### src/rtl/mpq_pkg.sv
// Package for the min priority queue: default sizes, opcodes, status codes,
// cell control types and sequencer states. No dependencies.
package mpq_pkg;

  localparam int unsigned DEF_CAPACITY = 64;
  localparam int unsigned DEF_ID_BITS  = 16;
  localparam int unsigned DEF_KEY_BITS = 32;

  // Request opcodes; code 3 is unused and ignored.
  typedef logic [1:0] opcode_t;
  localparam opcode_t OP_INSERT   = 2'd0;
  localparam opcode_t OP_EXTRACT  = 2'd1;
  localparam opcode_t OP_DECREASE = 2'd2;

  typedef enum logic [1:0] {
    ST_OK    = 2'd0,
    ST_EMPTY = 2'd1,
    ST_FULL  = 2'd2,
    ST_MISS  = 2'd3
  } status_e;

  typedef enum logic [1:0] {
    CELL_HOLD,
    CELL_INSERT,
    CELL_REMOVE
  } cell_op_e;

  // Broadcast control to every cell of the row.
  typedef struct packed {
    cell_op_e op;
    logic     match_en;
  } mpq_ctl_t;

  typedef enum logic [1:0] {
    S_IDLE,
    S_EXEC,
    S_REINS
  } mpq_state_e;

endpackage

### src/rtl/mpq_cell.sv
// One slot of the sorted row: holds a (key, id) pair and its valid bit.
// Depends on mpq_pkg; neighbors exchange data and the place/hit flags.
module mpq_cell
  import mpq_pkg::*;
#(
  parameter int unsigned ID_BITS  = DEF_ID_BITS,
  parameter int unsigned KEY_BITS = DEF_KEY_BITS
) (
  input  logic                clk_i,
  input  logic                rst_ni,
  input  mpq_ctl_t            ctl_i,
  input  logic [KEY_BITS-1:0] key_i,
  input  logic [ID_BITS-1:0]  id_i,
  input  logic                left_valid_i,
  input  logic [KEY_BITS-1:0] left_key_i,
  input  logic [ID_BITS-1:0]  left_id_i,
  input  logic                left_place_i,
  input  logic                right_valid_i,
  input  logic [KEY_BITS-1:0] right_key_i,
  input  logic [ID_BITS-1:0]  right_id_i,
  input  logic                hit_i,
  output logic                hit_o,
  output logic                place_o,
  output logic                valid_o,
  output logic [KEY_BITS-1:0] key_o,
  output logic [ID_BITS-1:0]  id_o
);

  logic                valid_q, valid_d;
  logic [KEY_BITS-1:0] key_q, key_d;
  logic [ID_BITS-1:0]  id_q, id_d;

  // new key goes at or before this slot: free slot or strictly larger key
  assign place_o = !valid_q || (key_q > key_i);
  assign hit_o   = hit_i || (ctl_i.match_en && valid_q && (id_q == id_i));

  always_comb begin
    valid_d = valid_q;
    key_d   = key_q;
    id_d    = id_q;
    unique case (ctl_i.op)
      CELL_INSERT: begin
        if (place_o && !left_place_i) begin
          valid_d = 1'b1;
          key_d   = key_i;
          id_d    = id_i;
        end else if (place_o) begin
          valid_d = left_valid_i;
          key_d   = left_key_i;
          id_d    = left_id_i;
        end
      end
      CELL_REMOVE: begin
        if (hit_o) begin
          valid_d = right_valid_i;
          key_d   = right_key_i;
          id_d    = right_id_i;
        end
      end
      default: ;
    endcase
  end

  always_ff @(posedge clk_i or negedge rst_ni) begin
    if (!rst_ni) begin
      valid_q <= 1'b0;
    end else begin
      valid_q <= valid_d;
    end
  end

  always_ff @(posedge clk_i) begin
    key_q <= key_d;
    id_q  <= id_d;
  end

  assign valid_o = valid_q;
  assign key_o   = key_q;
  assign id_o    = id_q;

endmodule

### config.mk
export PLATFORM = sky130hd
export DESIGN_NAME = mpq_cell
export DESIGN_NICKNAME = d
export VERILOG_FILES = /design/src/rtl/mpq_pkg.sv /design/src/rtl/mpq_cell.sv
export SDC_FILE = /design/constraint.sdc
export NUM_CORES = 1
export LEC_CHECK = 0
export BUFFER_PORTS_ARGS = -buffer_cell sky130_fd_sc_hd__buf_2
export CAP_MARGIN = 40
export CORE_ASPECT_RATIO = 0.5
export CORE_MARGIN = 2
export CORE_UTILIZATION = 33
export CTS_CLUSTER_DIAMETER = 100
export DETAILED_ROUTE_END_ITERATION = 10
export PLACE_DENSITY = 0.63
export SLEW_MARGIN = 20
export SYNTH_ARGS = -nofsm -noshare
export SYNTH_HDL_FRONTEND = slang
export SYNTH_SLANG_ARGS = --single-unit
### constraint.sdc
create_clock -name clk_i -period 8.8 [get_ports clk_i]
set_input_delay 2.2 -clock clk_i [delete_from_list [all_inputs] [get_ports clk_i]]
set_output_delay 2.2 -clock clk_i [all_outputs]
set_load 0.05 [all_outputs]
; Yosys cells after proc, flatten, opt, wreduce, memory -nomap -nowiden
; Cells that the tools add are included.
[word_totals]
n_memories = 0
regBits = 49
mem_bits_ro = 0
latchBits = 0
elab_cells = 30
input_bits = 153
ramBits = 0
[classes]
addsub = 0
n_mux = 12
div = 0
bitwise = 0
mul = 0
shift = 0
eq_ne = 5
n_lt_le_gt_ge = 1
reduce_logical = 9
[op_table]
columns = cell, n
row1 = 32-bit two-way mux, 3
row2 = 32-bit case mux with 2 select lines, 1
row3 = 16-bit two-way mux, 3
row4 = 32-bit > comparator, 1
row5 = 16-bit case mux with 2 select lines, 1
row6 = 16-bit equality test, 1
row7 = 1-bit logical AND, 3
row8 = 1-bit two-way mux, 3
row9 = 3-bit inequality test (second input constant), 1
row10 = 3-bit AND reduction, 1
row11 = 2-bit by 1-bit equality test with 1-bit output (second input constant), 1
row12 = 2-bit equality test (second input constant), 1
row13 = 1-bit logical NOT, 2
row14 = 1-bit logical OR, 2
row15 = 2-bit inequality test (second input constant), 1
row16 = 1-bit case mux with 2 select lines, 1
row17 = 2-bit nonzero test, 1

; Longest topological paths before layout
[logic_depth]
word_depth = 5
depth_mapped = 10
ltp_nobuf = 8

; Worst setup path before layout
; No wires, ideal clock.
[synth_timing]
path_type = input-to-output
startpoint = input key_i[30]
endpoint = output place_o
stages = 7
path_slack_ns = 2.733
n_path_buf = 0
arrival_time_ns = 3.867
path_cell_list = inv_1 > ha_1 > nand4_2 > or4_4 > and3b_1 > a31o_2 > nand2_1
[synth_via]
elab_chain_cells = 2
[synth_rtl]
columns = item, line
row1 = "start, declared", mpq_cell.sv:12  ; input logic [KEY_BITS-1:0] key_i,
row2 = 32-bit > comparator, mpq_cell.sv:34  ; assign place_o = !valid_q || (key_q > key_i);
row3 = 1-bit logical OR, mpq_cell.sv:34
row4 = "end, declared", mpq_cell.sv:23  ; output logic place_o,
; No other way between the ends.

; Final worst setup path
[layout_timing]
startpoint = input key_i[11]
endpoint = output place_o
; Same word-level chain as after synthesis.

==> impl_metrics.yaml <==
global_route:
  grt_max_degree: 77
  first_global_vias: 3974
  antenna_found_initial: 0
  grtUsageTotal_pct: 19.7
  grt_overflow: 0
  grt_pass1_wl_um: 19200
setup_path:
  cp.required_ns: 6.60
  start_kind: "primary input"
  r2r_setup_slack_ns: 5.35
  critical_path_class: "primary input to output port"
  crit_fanout: 3
  r2r_start: "key_o[11]"
  crit_path_end_kind: "output port"
  cp.arrival_ns: 4.22
  crit_start: "key_i[11]"
floorplanning:
  die_area_um2: 12300
  io_pins: 204
  core_um2: 11000
  die_h_um: 79.3
  fp.dieW_um: 155
  rows: 27
  start_util_pct: 34.0
sta:
  fin_skew_ns: 0.00457
  finalSetupViolations: 0
  fin_tns_setup_ns: 0
  timing.final.crit_share_pct: 73.0
  hold_viol: 0
  tightest_slew_ns: 0.619
  maxSlewHeadroom_pct: 58.7
  grt_setup_unrepaired: "false"
  maxSlewViolCount: 0
  clock.fmax_mhz: 156
  period_minus_slack_ns: 6.42
power_and_ir_drop:
  p_leak_nw: 2.37
  vdd_drop_max_v: 0.0000651
  p_per_area_nw_per_um2: 155
synth:
  seq_area_frac_synth_pct: 39.1
  yosysWarnings: 0
  synth_cell_types: 43
  synth-async-reset-ratio_pct: 2.04
  ys_seq_elements: 49
  synthTopCellsByArea: "edfxtp_1, ha_1, a31oi_1"
  synthFlopType: "edfxtp_1"
  synth_top_area_share_pct: 38.5
  yosysTopAreaCell: "edfxtp_1"
  synth_area_um2: 3750
  avgSynthCellArea_um2: 8.65
  synth_cells: 433
  synth_fp_nets: 618
  synth_edf_count: 48
route:
  route.detailed.drc: 0
  drtIter0Drc: 180
  vias: 4000
  ant_nets: 0
  first_pass_iters: 5
  routed_wl_um: 12400
  vias_per_cell: 5.23
  wl_per_cell_um: 16.2
outcome:
  outcome: "finished clean"
clock_tree:
  cts_tree: "done"
  root_buffer: "clkbuf_16"
  cts_sinks: 49
  clockBufferDepth: 2
  cts_buffers: 5
  postCtsSetupRepairBufs: 0
  clk_pin_slew_worst_paths_ns: 0.07
  cts-hold-fix-buffers: 0
  htreeDepth: 2
  worstSkewPairLatency_ns: 0.29
  ctsResizeCount: 0
finish:
  drive_above_1_share_pct: 36.5
  n_antenna_cell: 0
  fin_util_pct: 46.0
  layout.nets: 804
  area_growth_pct: 35.2
hold_path:
  min_from: "valid_o"
  hold_class: "register to register"
placed_design:
  io_buffer_count: 203
  gp_congestion: 0.819
  dp_hpwl_um: 9490
run:
  drv_cap: 0
[layout by cell type (no fill, tap or decap), drive strengths merged, types with 9 or more instances in the layout]
cell type and count:
a31oi 48, xor2 15, nand3 52, buf 210, nand2 9, a21oi 17, ha 32, o21ai 52
edfxtp 48, nor2 51, inv 34
[worst max-delay path, stage by stage]
cell and delay (ns):
buf_2 0.09, inv_1 0.04, ha_1 0.30, nand4_1 0.17, nor3_1 0.30, a21boi_0 0.52
o31ai_1 0.22, nand2_1 0.10, buf_2 0.27
[registers in the layout, summed over array words and instances, names as in the netlist]
signal / cells
key_o: 32
id_o: 16
valid_o: 1
[logic make-up (layout without fill, tap and decap cells)]
kind of cell    after synthesis  in the layout  share of synthesized area [%]
buf+inv                      65            252                           8.05
xor+xnor                     16             16                           3.74
flops                        49             49                           39.1
compound gates              133            133                           20.8
fa+ha+maj                    32             32                           10.7
simple gates                138            138                           17.5
[final timing paths]
check	depth (start not counted)	endpoint
hold / removal	3	valid_o
min in group asynchronous	1	valid_o
hold reg to reg	3	valid_o
setup / recovery	9	place_o
setup reg to reg	8	id_o[0]
max in group asynchronous	1	valid_o
[stage by stage]
step                      setup WS, ns  instances  cell area (um^2)  hold slack (ns)  power, mW
after floorplan                   2.73        433              3750            0.988      0.502
final                             2.38        765              5060            0.810      0.783
after global placement            2.46        753              4830            0.799      0.588
after detailed placement          2.41        757              4930            0.803      0.598
after CTS                         2.40        765              5060            0.822      0.793
after global routing              2.17        765              5060            0.870      0.829
[cell type report]
class	count	area, um^2
well taps	145	181
flip-flops and latches	49	1470
fillers	1136	5950
repair buffers	210	1130
inverters	34	128
multi-input cells	319	2020
clock buffers	5	125
clock inverters	3	12.5
[synthesized netlist by cell type (7+ instances only)]
cell and n:
nand3_1 52, nor2_1 51, a31oi_1 48, edfxtp_1 48
inv_1 34, ha_1 32, o21ai_0 32, o21ai_1 20
a21oi_1 17, clkbuf_1 17, xor2_1 15, nand2_1 9
nand4_1 7
[power breakdown]
| group | internal [mW] | leakage, nW | total [mW] | switching, mW |
|---|---|---|---|---|
| combinational | 0.0983 | 1.84 | 0.289 | 0.191 |
| sequential | 0.290 | 0.460 | 0.303 | 0.0130 |
| clock | 0.103 | 0.0687 | 0.191 | 0.0882 |
| total | 0.491 | 2.37 | 0.783 | 0.292 |
[layer usage]
metal  part of all wire [%]  track usage (%)  up-vias  routed length (um)
li1                       -                -     1978                   -
met5                      0                0        -                   0
met4                   0.39             4.44        0                  48
met3                    4.8             3.66        6                 592
met1                     44             24.1     1896                5440
met2                     51             36.3      120                6290
(Power assumes the default switching activity.)
